**src/sv/ordered_completion_ring_core_defines.svh**
```systemverilog
`ifndef ORDERED_COMPLETION_RING_CORE_DEFINES_SVH
`define ORDERED_COMPLETION_RING_CORE_DEFINES_SVH

// Same-cycle implication, checked outside reset.
`define OCR_ASSERT_NOW(label, clk, rst, ante, cons) \
   label: assert property (@(posedge clk) disable iff (rst) (ante) |-> (cons)) \
      else $error("ordered completion ring: same-cycle check failed");

// Next-cycle implication, checked outside reset.
`define OCR_ASSERT_NEXT(label, clk, rst, ante, cons) \
   label: assert property (@(posedge clk) disable iff (rst) (ante) |=> (cons)) \
      else $error("ordered completion ring: next-cycle check failed");

`endif

```
**src/sv/ocr_pkg.sv**
```systemverilog
`timescale 1ns / 1ps

package ocr_pkg;

   localparam int RING_DEPTH_DEF   = 1024;
   localparam int MAX_BATCH_DEF    = 16;
   localparam int PAYLOAD_BITS_DEF = 64;

   localparam int CSR_IDX_W  = 4;
   localparam int CSR_DATA_W = 32;

   localparam logic [CSR_IDX_W-1:0] REG_RING_LENGTH  = 4'd0;
   localparam logic [CSR_IDX_W-1:0] REG_BATCH_BUDGET = 4'd1;

   localparam logic [10:0] RING_LENGTH_RESET = 11'd1024;

   localparam logic [2:0] MODE_ENQ   = 3'd0;
   localparam logic [2:0] MODE_FIN   = 3'd1;
   localparam logic [2:0] MODE_CLAIM = 3'd2;
   localparam logic [2:0] MODE_CMP   = 3'd3;
   localparam logic [2:0] MODE_DEQ   = 3'd4;

   localparam logic [2:0] ST_OK     = 3'd0;
   localparam logic [2:0] ST_FULL   = 3'd1;
   localparam logic [2:0] ST_NONE   = 3'd2;
   localparam logic [2:0] ST_CLOSED = 3'd3;
   localparam logic [2:0] ST_BAD    = 3'd4;

   localparam logic [1:0] RD_CLAIM = 2'd0;
   localparam logic [1:0] RD_CMP   = 2'd1;
   localparam logic [1:0] RD_DEQ   = 2'd2;
   localparam logic [1:0] RD_SLOT  = 2'd3;

   typedef struct packed {
      logic [2:0]  mode;
      logic [31:0] item_cost;
      logic [63:0] payload;
      logic [9:0]  slot_index;
   } req_type;

   typedef struct packed {
      logic [2:0]  status;
      logic [9:0]  claimed_slot;
      logic        item_valid;
      logic [63:0] data_out;
      logic        end_of_stream;
      logic        last_of_run;
      logic [10:0] unclaimed_count;
      logic [10:0] ready_count;
   } rsp_type;

   typedef struct packed {
      logic       take_req;
      logic       do_store;
      logic       rd_en;
      logic [1:0] rd_sel;
      logic       claim_adv;
      logic       sw1_step;
      logic       sw2_step;
      logic       do_cmp;
      logic       deq_pop;
      logic       do_clear;
      logic       push_err;
      logic [2:0] err_code;
      logic       emit_load;
   } cmd_type;

   typedef struct packed {
      logic [2:0] req_mode;
      logic       closed;
      logic       full;
      logic       pend_zero;
      logic       infl_zero;
      logic       rdy_zero;
      logic       rd_done;
      logic       rd_end;
      logic       range_bad;
      logic       claim_stop;
      logic       buf_empty;
      logic       emit_last;
      logic       rsp_free;
   } stat_type;

endpackage

```
**src/sv/ocr_ctrl.sv**
```systemverilog
`timescale 1ns / 1ps

module ocr_ctrl (
   input  logic               clock,
   input  logic               reset,
   input  logic               req_valid,
   input  ocr_pkg::stat_type  stat,
   output ocr_pkg::cmd_type   cmd,
   output logic               req_stall
);

   localparam logic [3:0] S_IDLE      = 4'd0;
   localparam logic [3:0] S_STORE     = 4'd1;
   localparam logic [3:0] S_CLAIM_RD  = 4'd2;
   localparam logic [3:0] S_CLAIM_CHK = 4'd3;
   localparam logic [3:0] S_CMP_RD    = 4'd4;
   localparam logic [3:0] S_CMP_CHK   = 4'd5;
   localparam logic [3:0] S_DEQ_RD    = 4'd6;
   localparam logic [3:0] S_DEQ_CHK   = 4'd7;
   localparam logic [3:0] S_SW1_RD    = 4'd8;
   localparam logic [3:0] S_SW1_CHK   = 4'd9;
   localparam logic [3:0] S_SW2_RD    = 4'd10;
   localparam logic [3:0] S_SW2_CHK   = 4'd11;
   localparam logic [3:0] S_EMIT      = 4'd12;

   logic [3:0] state_ff;
   logic [3:0] state_in;

   assign req_stall = (state_ff != S_IDLE);

   always_comb begin
      cmd      = '0;
      state_in = state_ff;
      unique case (state_ff)
         S_IDLE: begin
            if (req_valid) begin
               cmd.take_req = 1'b1;
               unique case (stat.req_mode) inside
                  ocr_pkg::MODE_ENQ, ocr_pkg::MODE_FIN: state_in = S_STORE;
                  ocr_pkg::MODE_CLAIM: state_in = S_CLAIM_RD;
                  ocr_pkg::MODE_CMP:   state_in = S_CMP_RD;
                  ocr_pkg::MODE_DEQ:   state_in = S_DEQ_RD;
                  default:             state_in = S_IDLE;
               endcase
            end
         end
         S_STORE: begin
            if (stat.closed) begin
               cmd.push_err = 1'b1;
               cmd.err_code = ocr_pkg::ST_CLOSED;
               state_in     = S_EMIT;
            end else if (stat.full) begin
               cmd.push_err = 1'b1;
               cmd.err_code = ocr_pkg::ST_FULL;
               state_in     = S_EMIT;
            end else begin
               cmd.do_store = 1'b1;
               state_in     = S_SW1_RD;
            end
         end
         S_CLAIM_RD: begin
            if (stat.claim_stop) begin
               state_in = S_SW1_RD;
            end else begin
               cmd.rd_en  = 1'b1;
               cmd.rd_sel = ocr_pkg::RD_CLAIM;
               state_in   = S_CLAIM_CHK;
            end
         end
         S_CLAIM_CHK: begin
            cmd.claim_adv = 1'b1;
            state_in      = S_CLAIM_RD;
         end
         S_CMP_RD: begin
            if (stat.range_bad) begin
               cmd.push_err = 1'b1;
               cmd.err_code = ocr_pkg::ST_BAD;
               state_in     = S_EMIT;
            end else begin
               cmd.rd_en  = 1'b1;
               cmd.rd_sel = ocr_pkg::RD_SLOT;
               state_in   = S_CMP_CHK;
            end
         end
         S_CMP_CHK: begin
            if (stat.rd_done) begin
               cmd.push_err = 1'b1;
               cmd.err_code = ocr_pkg::ST_BAD;
               state_in     = S_EMIT;
            end else begin
               cmd.do_cmp = 1'b1;
               state_in   = S_SW1_RD;
            end
         end
         S_DEQ_RD: begin
            if (stat.rdy_zero) begin
               cmd.push_err = 1'b1;
               cmd.err_code = ocr_pkg::ST_NONE;
               state_in     = S_EMIT;
            end else begin
               cmd.rd_en  = 1'b1;
               cmd.rd_sel = ocr_pkg::RD_DEQ;
               state_in   = S_DEQ_CHK;
            end
         end
         S_DEQ_CHK: begin
            if (stat.rd_end) begin
               cmd.do_clear = 1'b1;
            end else begin
               cmd.deq_pop = 1'b1;
            end
            state_in = S_EMIT;
         end
         S_SW1_RD: begin
            if (stat.pend_zero) begin
               state_in = S_SW2_RD;
            end else begin
               cmd.rd_en  = 1'b1;
               cmd.rd_sel = ocr_pkg::RD_CLAIM;
               state_in   = S_SW1_CHK;
            end
         end
         S_SW1_CHK: begin
            if (stat.rd_done) begin
               cmd.sw1_step = 1'b1;
               state_in     = S_SW1_RD;
            end else begin
               state_in = S_SW2_RD;
            end
         end
         S_SW2_RD: begin
            if (stat.infl_zero) begin
               state_in = S_EMIT;
            end else begin
               cmd.rd_en  = 1'b1;
               cmd.rd_sel = ocr_pkg::RD_CMP;
               state_in   = S_SW2_CHK;
            end
         end
         S_SW2_CHK: begin
            if (stat.rd_done) begin
               cmd.sw2_step = 1'b1;
               state_in     = S_SW2_RD;
            end else begin
               state_in = S_EMIT;
            end
         end
         S_EMIT: begin
            if (stat.buf_empty) begin
               cmd.push_err = 1'b1;
               cmd.err_code = ocr_pkg::ST_NONE;
            end else if (stat.rsp_free) begin
               cmd.emit_load = 1'b1;
               if (stat.emit_last) begin
                  state_in = S_IDLE;
               end
            end
         end
         default: begin
            state_in = S_IDLE;
         end
      endcase
   end

   always_ff @(posedge clock) begin
      if (reset) begin
         state_ff <= S_IDLE;
      end else begin
         state_ff <= state_in;
      end
   end

endmodule

```
**config.mk**
```make
export PLATFORM = sky130hd
export DESIGN_NAME = ocr_ctrl
export DESIGN_NICKNAME = d
export VERILOG_FILES = /design/src/sv/ordered_completion_ring_core_defines.svh /design/src/sv/ocr_pkg.sv /design/src/sv/ocr_ctrl.sv
export SDC_FILE = /design/constraint.sdc
export NUM_CORES = 1
export LEC_CHECK = 0
export BUFFER_PORTS_ARGS = -buffer_cell sky130_fd_sc_hd__buf_2
export CAP_MARGIN = 20
export CORE_MARGIN = 2
export CORE_UTILIZATION = 45
export DETAILED_ROUTE_END_ITERATION = 7
export HOLD_SLACK_MARGIN = 0.05
export PLACE_DENSITY = 0.88
export SYNTH_ARGS = -nofsm -noshare
export SYNTH_HDL_FRONTEND = slang
export SYNTH_SLANG_ARGS = --single-unit
export TNS_END_PERCENT = 10
```
**constraint.sdc**
```tcl
create_clock -name clock -period 4.04 [get_ports clock]
set_clock_uncertainty 0.15 [all_clocks]
set_input_delay 0.606 -clock clock [delete_from_list [all_inputs] [get_ports clock]]
set_output_delay 0.606 -clock clock [all_outputs]
set_load 0.02 [all_outputs]
```
==> summary.txt, run 1 <==
Route
  • Vias per inst: ~6
  • TritonRoute pass-1 iters: 4
  • Routed WL: around 1700 um
  • Wire per inst: around 13 um
  • Vias: 820
  • DRT iter0 DRCs: 33
  • Antenna violation net count after detailed routing: 0
  • DRC violations left: 0

Layout
  • Final core occ: between 60% and 70%
  • Nets: ~140
  • Area delta synth->final: 30.0%
  • Max reg flops: 4
  • Share of cells above drive strength 1: a little over a third
  • Area of the multi-input gates: approximately 450 um^2
  • Register with the most flip-flops: state_ff
  • Fill cells: approximately 130
  • Top Registers: state_ff: 4 flops
  • Seq. cell area: ~80 um^2
  • # diodes: 0

Floorplan
  • IO Count: 35
  • Core area: 1270 um^2
  • Die area: approximately 1600 um^2
  • Row Count: 13
  • Die Wd: 40.3 um
  • Die Ht: 40.3 um
  • Initial core utilization: 46.6%

Clocking
  • Post_cts resized: 0
  • Post-CTS Repair Setup Buffers: 0
  • Sink Count: 4
  • CTS max path bufs: 2
  • Clock latency on the worst-skew pair: around 0.24 ns
  • # hold bufs at CTS: 0
  • CTS Buf Count: 3
  • TritonCTS clock tree: built
  • H-tree levels: 1
  • Root Buffer: clkbuf_4
  • CTS clk-pin slew, worst paths: 0.04 ns

Critical path
  • WP data arrival: 1.81 ns
  • CP bufs+invs: 1
  • Crit path launch: state_ff[0]$_SDFFE_PP0P_
  • Critical path's slowest cell: dfxtp_1
  • Worst R2R Start: state_ff[3]$_SDFFE_PP0P_
  • Critical Path Sink Type: output pin
  • CP max stage delay: ~0.56 ns
  • Worst-path cell chain: or4b_1 -> nor2_1 -> or3_1 -> buf_2
  • Crit path max-delay family: simple AND/OR/NAND/NOR gates
  • Critical path class: reg2out
  • Startpoint Class: register
  • Worst-path maximum fanout: 15
  • WP data required: 3.28 ns

Synthesis
  • Most numerous cell in the Yosys netlist: nor2_1
  • Synth top cells by count: nor2_1 (10), nor3_1 (8), inv_1 (7), nand2_1 (7), nand2b_1 (5)
  • Top cell type's share of synthesized area: between 10% and 20%
  • Post-synthesis async set-or-reset flop share: 0%
  • Mean Syn Cell Area: 6.58 um^2
  • Syn nets: ~110
  • Count of cell types in the netlist: 40
  • Top_reg_cell synth: dfxtp_1
  • Sequential-to-total area share from yosys stat: between 10% and 20%
  • Top post-synthesis cells by area: dfxtp_1 (14%), nor3_1 (6.8%), nor2_1 (6.3%), nand2b_1 (5.3%), inv_1 (4.4%)
  • Cells after synthesis: 90
  • Cell Area, Synth: 592 um^2
  • Yosys warning count: 0
  • EDFF count, synth: 0
  • #FFs+latches synth: 4
  • Largest area contributor in the netlist: dfxtp_1

STA
  • Hold slack: 0.445 ns
  • Final Critical Period: 2.56 ns
  • Slew @ Worst Pin: around 0.5 ns
  • Final setup viols: 0
  • Slew Limit Fails: 0
  • Unrepaired setup endpoints after global routing: no
  • Part of the cycle the worst path needs: between 60 and 70%
  • Worst slew margin: 65.8%
  • Max Clk Rate: about 0.39 GHz
  • TNS Setup: 0 ns
  • Hold Vio Cnt, Final: 0

Place
  • DPL Wire Length: about 1400 um
  • IO Port Bufs: 34
  • GPL Wtd Cong: 0.873

Min path
  • HP Start: reset
  • Hold Path Class: in2reg

Global routing
  • Pin count of the biggest net entering global routing: 20
  • Number of global-route vias before repair: 637
  • GR Util All Layers: 23.4%
  • First-pass GRT wire length: roughly 2500 um
  • Grt total ovfl: 0
  • Initial antenna violation count: 0

Pwr
  • Leakage: 0.366 nW
  • PD cells: approximately 580 nW/um^2
  • Peak VDD IR: around 330 uV

Flow run
  • Max_cap viols: 0

Outcome
  • Outcome: finished clean
stage by stage:
stage | total power, mW | setup slack, ns | cell area (um^2) | std cells
after detailed placement | 0.389 | 1.71 | 747 | 133
after global placement | 0.384 | 1.75 | 747 | 133
after floorplan | 0.326 | 1.73 | 592 | 90
after global routing | 0.481 | 1.35 | 769 | 136
final | 0.443 | 1.48 | 769 | 136
after CTS | 0.441 | 1.48 | 769 | 136
cells by family (layout without fill, tap and decap cells):
logic type                after synthesis  in the layout  share of synthesized area [%]
AOI/OAI and AO/OA                      24             24                           28.5
and+or+nand+nor                        46             46                           42.7
buffers and inverters                  13             44                           10.1
DFF                                     4              4                           13.5
xor gates and xnor gates                1              1                           1.48
muxes                                   2              2                           3.59
worst reg2reg max path: stages, from the launching register on:
cell and delay (ns):
dfxtp_1 0.45, or4_1 0.72, a21oi_1 0.21, nor3_1 0.07, a21oi_1 0.16
worst paths after layout:
check,end,slack [ns],cells past startpoint
worst max register to register,state_ff[2]$_SDFFE_PP0P_,2.20,4
worst min register to register,state_ff[3]$_SDFFE_PP0P_,0.57,1
worst min-delay path,state_ff[3]$_SDFFE_PP0P_,0.44,2
worst max-delay path,cmd[4],1.48,4
layout by cell type (no fill, tap or decap), drive strengths merged, types with 2 or more instances in the layout:
| cell | count |
|---|---|
| nor2 | 10 |
| a21oi | 5 |
| clkbuf | 3 |
| nand3b | 2 |
| a31oi | 2 |
| buf | 34 |
| o21ai | 5 |
| and3 | 3 |
| nand2 | 7 |
| nand2b | 5 |
| nor4 | 2 |
| a21o | 2 |
| inv | 7 |
| nor3 | 9 |
| dfxtp | 4 |
power breakdown:
group	switching, mW	internal, mW	leakage (nW)
Clock	0.0163	0.0332	0.0138
Sequential	0.0550	0.0544	0.0327
Combinational	0.168	0.115	0.319
Total	0.240	0.203	0.366
layer usage:
| layer | up-vias | share of wire, % | global-route usage, % | wire (um) |
|---|---|---|---|---|
| met5 | - | 0 | 0 | 0 |
| met4 | 0 | 1.3 | 5.83 | 23 |
| met3 | 4 | 12 | 8.33 | 216 |
| met2 | 58 | 48 | 40.7 | 835 |
| met1 | 370 | 38 | 27.0 | 668 |
| li1 | 388 | - | - | - |
final cells by class:
cell class / instances / share of cell area, %
timing repair buffer: 34 / 22.1
sequential: 4 / 10.4
clock buffer: 3 / 2.93
tap: 15 / 2.44
multi-input combinational: 73 / 58.7
inverter: 7 / 3.41
Note: power is estimated with default switching activity, not from simulation.
==> run 2, diff against run 1 <==
- ABC_AREA: not set -> 1
- CORE_UTILIZATION: 45 -> 42
- PLACE_DENSITY: 0.88 -> 0.83
- clock period: 4.04 -> 2.5 ns (I/O delays scaled with it)
==> run 2 against run 1 <==
Net effect: clock power grew 65%; core utilization grew 0.14 points; final cell count grew 24%; routed wire length shrank 3.7%; non-clock buffer count is the same.
==> summary.txt, run 2 <==
Layout
  • Fill cells: 138 (was 126)
  • Most frequent cells in the layout: buf_2 (34), nand2_1 (31), inv_1 (23) (was buf_2 (34), nor2_1 (10), nor3_1 (8))
  • Top Registers: state_ff: 4 flops (unchanged)
  • Seq. cell area: 80.1 um^2 (unchanged)
  • Nets: 173 (was 141)
  • Register with the most flip-flops: state_ff (unchanged)
  • Commonest non-fill, non-tap cell in the layout: buf_2 (unchanged)
  • Share of cells above drive strength 1: 35.3% (was 36.4%)
  • # diodes: 0 (unchanged)
  • Area delta synth->final: 32.8% (was 30.0%)
  • Finished Layout Cells: 168 (was 136)
  • Final core occ: 60.8% (was 60.7%)
  • Max reg flops: 4 (unchanged)
  • Area of the multi-input gates: 415 um^2 (was 452 um^2)
  • Final Cell Area: 811 um^2 (was 769 um^2)

Synthesis
  • Mux cell area share after synthesis: 0% (was 3.59%)
  • Yosys warning count: 0 (unchanged)
  • Cell Area, Synth: 611 um^2 (was 592 um^2)
  • Cells after synthesis: 117 (was 90)
  • Most numerous cell in the Yosys netlist: nand2_1 (was nor2_1)
  • Top_reg_cell synth: dfxtp_1 (unchanged)
  • Top cell type's share of synthesized area: 19.1% (was 13.5%)
  • Sequential-to-total area share from yosys stat: 13.1% (was 13.5%)
  • Synth Area in Simple Gates: 60.5% (was 42.7%)
  • Synth Area in Adders: 0% (unchanged)
  • Synth Area in XOR/XNOR: 0% (was 1.48%)
  • #FFs+latches synth: 4 (unchanged)
  • EDFF count, synth: 0 (unchanged)
  • Mean Syn Cell Area: 5.22 um^2 (was 6.58 um^2)
  • Top post-synthesis cells by area: nand2_1 (19%), inv_1 (14%), dfxtp_1 (13%), nor2_1 (10%), nand3_1 (9.8%) (was dfxtp_1 (14%), nor3_1 (6.8%), nor2_1 (6.3%), nand2b_1 (5.3%), inv_1 (4.4%))
  • Compound-gate portion of the synthesized area: 7.58% (was 28.5%)
  • Syn nets: 135 (was 108)
  • Largest area contributor in the netlist: nand2_1 (was dfxtp_1)
  • Synth top cells by count: nand2_1 (31), inv_1 (23), nor2_1 (17), nand3_1 (12), dfxtp_1 (4) (was nor2_1 (10), nor3_1 (8), inv_1 (7), nand2_1 (7), nand2b_1 (5))
  • Largest family of logic cells by synthesized area: simple AND/OR/NAND/NOR gates (unchanged)
  • Post-synthesis async set-or-reset flop share: 0% (unchanged)
  • Count of cell types in the netlist: 21 (was 40)

Critical path
  • Crit path max-delay family: simple AND/OR/NAND/NOR gates (unchanged)
  • Critical path's slowest cell: dfxtp_1 (unchanged)
  • CP bufs+invs: 3 (was 1)
  • WP data required: 1.98 ns (was 3.28 ns)
  • FF-to-FF setup slack: 1.02 ns (was 2.20 ns)
  • Critical Path Sink Type: output pin (unchanged)
  • Worst-path cell chain: inv_1 -> nand2_2 -> nor2_1 -> nand2_1 -> nand2_1 -> nor3_2 -> inv_1 -> buf_2 (was or4b_1 -> nor2_1 -> or3_1 -> buf_2)
  • Worst-path maximum fanout: 8 (was 15)
  • WP data arrival: 1.61 ns (was 1.81 ns)
  • Critical path class: reg2out (unchanged)
  • Startpoint Class: register (unchanged)
  • CP max stage delay: 0.51 ns (was 0.56 ns)

Outcome
  • Outcome: finished clean (unchanged)

Min path
  • Hold Path Class: in2reg (unchanged)

Floorplan
  • Initial core utilization: 45.8% (was 46.6%)
  • IO Count: 35 (unchanged)
  • Die area: 1770 um^2 (was 1620 um^2)
  • Die Ht: 42.1 um (was 40.3 um)
  • Die Wd: 42.1 um (was 40.3 um)
  • Row Count: 13 (unchanged)
  • Core area: 1330 um^2 (was 1270 um^2)

STA
  • Part of the cycle the worst path needs: 85.4%
  • Slew Limit Fails: 0 (unchanged)
  • Hold Vio Cnt, Final: 0 (unchanged)
  • Final setup viols: 0 (unchanged)
  • Slew @ Worst Pin: 0.339 ns (was 0.512 ns)
  • TNS Setup: 0 ns (unchanged)
  • Worst slew margin: 77.4% (was 65.8%)
  • Unrepaired setup endpoints after global routing: no (unchanged)
  • Max Clk Rate: approximately 0.47 GHz
  • Final Critical Period: 2.14 ns

Route
  • Wire per inst: 9.99 um (was 12.8 um)
  • DRC violations left: 0 (unchanged)
  • Routed WL: 1680 um (was 1740 um)
  • TritonRoute pass-1 iters: 4 (unchanged)
  • Antenna violation net count after detailed routing: 0 (unchanged)
  • Vias: 823 (was 820)
  • Vias per inst: 4.90 (was 6.03)
  • DRT iter0 DRCs: 18 (was 33)

Clocking
  • CTS Buf Count: 3 (unchanged)
  • H-tree levels: 1 (unchanged)
  • Post-CTS Repair Setup Buffers: 0 (unchanged)
  • Post_cts resized: 0 (unchanged)
  • TritonCTS clock tree: built (unchanged)
  • Clock latency on the worst-skew pair: 0.24 ns (about the same)
  • CTS clk-pin slew, worst paths: 0.04 ns (about the same)
  • CTS max path bufs: 2 (unchanged)
  • Root Buffer: clkbuf_4 (unchanged)
  • # hold bufs at CTS: 0 (unchanged)
  • Sink Count: 4 (unchanged)

Place
  • GPL Wtd Cong: 0.879 (was 0.873)
  • Dpl cells: 165 (was 133)
  • IO Port Bufs: 34 (unchanged)
  • Placed inst area: 788 um^2 (was 747 um^2)
  • DPL Wire Length: 1440 um (was 1360 um)

Global routing
  • Number of global-route vias before repair: 729 (was 637)
  • Pin count of the biggest net entering global routing: 9 (was 20)
  • Initial antenna violation count: 0 (unchanged)
  • Grt total ovfl: 0 (unchanged)
  • GR Util All Layers: 20.4% (was 23.4%)
  • First-pass GRT wire length: 2840 um (was 2520 um)

Pwr
  • Clock power frac: 10.5% (was 11.2%)
  • Peak VDD IR: 756 uV (was 329 uV)
  • Comb pwr share: 72.7% (was 64.1%)
  • Switching part of the total: 57.4% (was 54.2%)
  • Cell-internal power: 0.332 mW (was 0.203 mW)
  • Seq pwr share: 16.8% (was 24.7%)
  • Leakage: 0.552 nW (was 0.366 nW)
  • PD cells: 960 nW/um^2 (was 575 nW/um^2)
  • Total net switching power: 0.447 mW (was 0.240 mW)

Flow run
  • Max_cap viols: 0 (unchanged)
-- run 2: cell types whose count changed after synthesis, moves of 5 or more --
cell      change
nand2_1      +24
nand3_1      +12
inv_1        +16
nor2_1        +7
nand2b_1      -5
nor3_1        -5
-- run 2: power groups by stage --
stage / combinational (mW) / sequential (mW) / clock, mW
global placement: 0.559 / 0.129 / 0
global route: 0.631 / 0.132 / 0.0924
floorplan: 0.457 / 0.110 / 0
CTS: 0.569 / 0.129 / 0.0821
detailed placement: 0.567 / 0.130 / 0
finish: 0.566 / 0.131 / 0.0818
-- run 2: worst paths after layout --
| kind | from | end | cells after the start |
|---|---|---|---|
| max | state_ff[0]$_SDFFE_PP0P_ | cmd[13] | 8 |
| min | reset | state_ff[1]$_SDFFE_PP0P_ | 2 |
| max reg2reg | state_ff[0]$_SDFFE_PP0P_ | state_ff[0]$_SDFFE_PP0P_ | 7 |
| min reg2reg | state_ff[3]$_SDFFE_PP0P_ | state_ff[0]$_SDFFE_PP0P_ | 3 |
-- run 2: area by class of cell --
| type | instances | area share [%] |
|---|---|---|
| Timing Repair Buffer | 34 | 21.0 |
| Sequential cell | 4 | 9.88 |
| Multi-Input combinational cell | 85 | 51.2 |
| Inverter | 27 | 12.8 |
| Tap cell | 15 | 2.31 |
| Clock buffer | 3 | 2.78 |
-- run 2: per-stage QoR --
stage               power, mW  hold slack, ns  setup WS [ns]
floorplan               0.567           0.294          0.805
CTS                     0.780           0.169          0.371
global placement        0.688           0.417          0.715
detailed placement      0.697           0.415          0.634
finish                  0.778           0.172          0.365
global route            0.855           0.167          0.223
-- run 2: cell families (layout without fill, tap and decap cells) --
| group | count (synthesis) | in the layout |
|---|---|---|
| AOI/OAI and AO/OA | 7 | 7 |
| buffers and inverters | 28 | 64 |
| DFF | 4 | 4 |
| and+or+nand+nor | 78 | 78 |
-- run 2: metal layers --
layer  track usage [%]  wire (um)
met5                 0          0
met4              10.0         24
met3              2.59        151
met2              36.6        837
met1              23.5        665
==> run 3, diff against run 2 <==
- ABC_AREA: 1 -> not set
- PLACE_DENSITY: 0.83 -> 0.84
==> run 3 against run 2 <==
Net effect: final cell count down 19%; die area down 2.8%; via count down 7.9%; global-route usage down 1.4 points; count of clock-buffer cells in the layout unchanged; non-clock buffer count unchanged; final area down 5.1%; critical endpoint is now cmd[4]; largest power group unchanged; highest routed layer unchanged.
==> summary.txt, run 3 (synthesized netlist as in run 1, its figures left out) <==
Layout
  • Area of the multi-input gates: 452 um^2 (was 415 um^2)
  • # diodes: 0 (unchanged)
  • Final core occ: 59.1% (was 60.8%)
  • Commonest non-fill, non-tap cell in the layout: buf_2 (unchanged)
  • Seq. cell area: 80.1 um^2 (unchanged)
  • Register with the most flip-flops: state_ff (unchanged)
  • Nets: 141 (was 173)
  • Share of cells above drive strength 1: 36.4% (was 35.3%)
  • Most frequent cells in the layout: buf_2 (34), nor2_1 (10), nor3_1 (8) (was buf_2 (34), nand2_1 (31), inv_1 (23))
  • Top Registers: state_ff: 4 flops (unchanged)
  • Fill cells: 142 (was 138)
  • Area delta synth->final: 30.0% (was 32.8%)
  • Max reg flops: 4 (unchanged)
  • Finished Layout Cells: 136 (was 168)

Route
  • Vias per inst: 5.57 (was 4.90)
  • TritonRoute pass-1 iters: 5 (was 4)
  • Antenna violation net count after detailed routing: 0 (unchanged)
  • Routed WL: 1620 um (was 1680 um)
  • Vias: 758 (was 823)
  • DRC violations left: 0 (unchanged)
  • DRT iter0 DRCs: 23 (was 18)
  • Wire per inst: 11.9 um (was 9.99 um)

STA
  • Final Critical Period: 2.32 ns (was 2.14 ns)
  • Final setup viols: 0 (unchanged)
  • Unrepaired setup endpoints after global routing: no (unchanged)
  • Slew Limit Fails: 0 (unchanged)
  • Part of the cycle the worst path needs: 92.7% (was 85.4%)
  • TNS Setup: 0 ns (unchanged)
  • Max Clk Rate: 0.432 GHz (was 0.468 GHz)
  • Hold Vio Cnt, Final: 0 (unchanged)
  • Slew @ Worst Pin: 0.509 ns (was 0.339 ns)
  • Worst slew margin: 66.0% (was 77.4%)

Place
  • GPL Wtd Cong: 0.897 (was 0.879)
  • DPL Wire Length: 1280 um (was 1440 um)
  • IO Port Bufs: 34 (unchanged)
  • Dpl cells: 133 (was 165)

Clocking
  • H-tree levels: 1 (unchanged)
  • Clock latency on the worst-skew pair: 0.23 ns (was 0.24 ns)
  • Root Buffer: clkbuf_4 (unchanged)
  • Post-CTS Repair Setup Buffers: 0 (unchanged)
  • Post_cts resized: 0 (unchanged)
  • # hold bufs at CTS: 0 (unchanged)
  • CTS Buf Count: 3 (unchanged)
  • CTS clk-pin slew, worst paths: 0.03 ns (was 0.04 ns)
  • Sink Count: 4 (unchanged)
  • TritonCTS clock tree: built (unchanged)
  • CTS max path bufs: 2 (unchanged)

Global routing
  • Grt total ovfl: 0 (unchanged)
  • Pin count of the biggest net entering global routing: 20 (was 9)
  • First-pass GRT wire length: 2550 um (was 2840 um)
  • Initial antenna violation count: 0 (unchanged)
  • GR Util All Layers: 18.9% (was 20.4%)
  • Number of global-route vias before repair: 614 (was 729)

Pwr
  • Switching part of the total: 53.6% (was 57.4%)
  • Comb pwr share: 64.5% (was 72.7%)
  • Total net switching power: 0.378 mW (was 0.447 mW)
  • Cell-internal power: 0.328 mW (was 0.332 mW)
  • Leakage: 0.366 nW (was 0.552 nW)
  • Tot Pwr: 0.706 mW (was 0.778 mW)
  • Seq pwr share: 24.7% (was 16.8%)
  • Peak VDD IR: 605 uV (was 756 uV)
  • PD cells: 918 nW/um^2 (was 960 nW/um^2)
  • Clock power frac: 10.8% (was 10.5%)

Min path
  • HP Start: reset (unchanged)
  • Hold path depth: 2 (unchanged)
  • Hold Path Class: in2reg (unchanged)
  • Min-Delay Endpoint: state_ff[3]$_SDFFE_PP0P_ (was state_ff[1]$_SDFFE_PP0P_)

Critical path
  • Reg2reg path depth: 3 (was 7)
  • WP data arrival: 1.79 ns (was 1.61 ns)
  • Critical path's slowest cell: dfxtp_1 (unchanged)
  • Worst-path maximum fanout: 15 (was 8)
  • Worst R2R Start: state_ff[3]$_SDFFE_PP0P_ (was state_ff[0]$_SDFFE_PP0P_)
  • CP max stage delay: 0.58 ns (was 0.51 ns)
  • Startpoint Class: register (unchanged)
  • WP data required: 1.98 ns (about the same)
  • R2r endpoint: state_ff[0]$_SDFFE_PP0P_ (unchanged)
  • Critical path class: reg2out (unchanged)
  • Worst-path cell chain: or4b_1 -> nor2_1 -> or3_1 -> buf_2 (was inv_1 -> nand2_2 -> nor2_1 -> nand2_1 -> nand2_1 -> nor3_2 -> inv_1 -> buf_2)
  • FF-to-FF setup slack: 0.70 ns (was 1.02 ns)
  • Critical Path Sink Type: output pin (unchanged)

Floorplan
  • Core area: 1300 um^2 (was 1330 um^2)
  • Die Ht: 41.5 um (was 42.1 um)
  • Row Count: 13 (unchanged)
  • Initial core utilization: 45.5% (was 45.8%)
  • Die area: 1730 um^2 (was 1770 um^2)
  • IO Count: 35 (unchanged)
  • Die Wd: 41.5 um (was 42.1 um)

Outcome
  • Outcome: finished clean (unchanged)

Flow run
  • Max_cap viols: 0 (unchanged)
-- run 3: changes by cell type in the layout (fill, tap and decap cells not counted), moves of 5 or more --
cell      change
nor2_1        -7
inv_1        -16
nand2b_1      +5
nand2_1      -24
nand3_1      -12
nor3_1        +5
-- run 3: final cells by class --
| cell class | count | share of cell area (%) |
|---|---|---|
| Tap cell | 15 | 2.44 |
| Clock buffer | 3 | 2.93 |
| Inverter | 7 | 3.41 |
| Timing Repair Buffer | 34 | 22.1 |
| Sequential cell | 4 | 10.4 |
| Multi-Input combinational cell | 73 | 58.7 |
-- run 3: power by group through the flow --
stage	registers (mW)	logic, mW	clock network (mW)
global route	0.185	0.489	0.0881
CTS	0.172	0.455	0.0818
floorplan	0.108	0.418	0
finish	0.174	0.456	0.0763
global placement	0.170	0.449	0
detailed placement	0.173	0.452	0
-- run 3: worst max path at each step --
stage / slack [ns] / end / startpoint
final: 0.18 / cmd[4] / state_ff[0]$_SDFFE_PP0P_
after floorplan: 0.42 / cmd[4] / state_ff[2]$_SDFFE_PP0P_
after detailed placement: 0.44 / cmd[4] / state_ff[0]$_SDFFE_PP0P_
after CTS: 0.19 / cmd[4] / state_ff[0]$_SDFFE_PP0P_
after global placement: 0.49 / cmd[4] / state_ff[0]$_SDFFE_PP0P_
after global routing: 0.10 / cmd[4] / state_ff[1]$_SDFFE_PP0P_
-- run 3: per-layer routing --
layer	up-vias	share of wire, %	wire length (um)	GRT usage, %
met3	4	6.9	112	2.61
met1	327	45	726	25.3
met2	37	46	751	27.5
li1	390	-	-	-
met4	0	1.7	27	13.5
met5	-	0	0	0
-- run 3: metrics by stage --
| step | hold WS (ns) | setup WS, ns | area (um^2) |
|---|---|---|---|
| 2_1_floorplan | 0.327 | 0.423 | 592 |
| 3_3_place_gp | 0.461 | 0.495 | 747 |
| 3_5_place_dp | 0.465 | 0.439 | 747 |
| 4_1_cts | 0.219 | 0.192 | 769 |
| 5_1_grt | 0.214 | 0.103 | 769 |
| 6_report | 0.230 | 0.183 | 769 |
-- run 3: worst max-delay path: cells and delay by family, from the launching register on --
kind,cells,cell delay [ns]
flip-flops,1,0.58
buffers and inverters,1,0.15
AND/OR/NAND/NOR,3,0.83
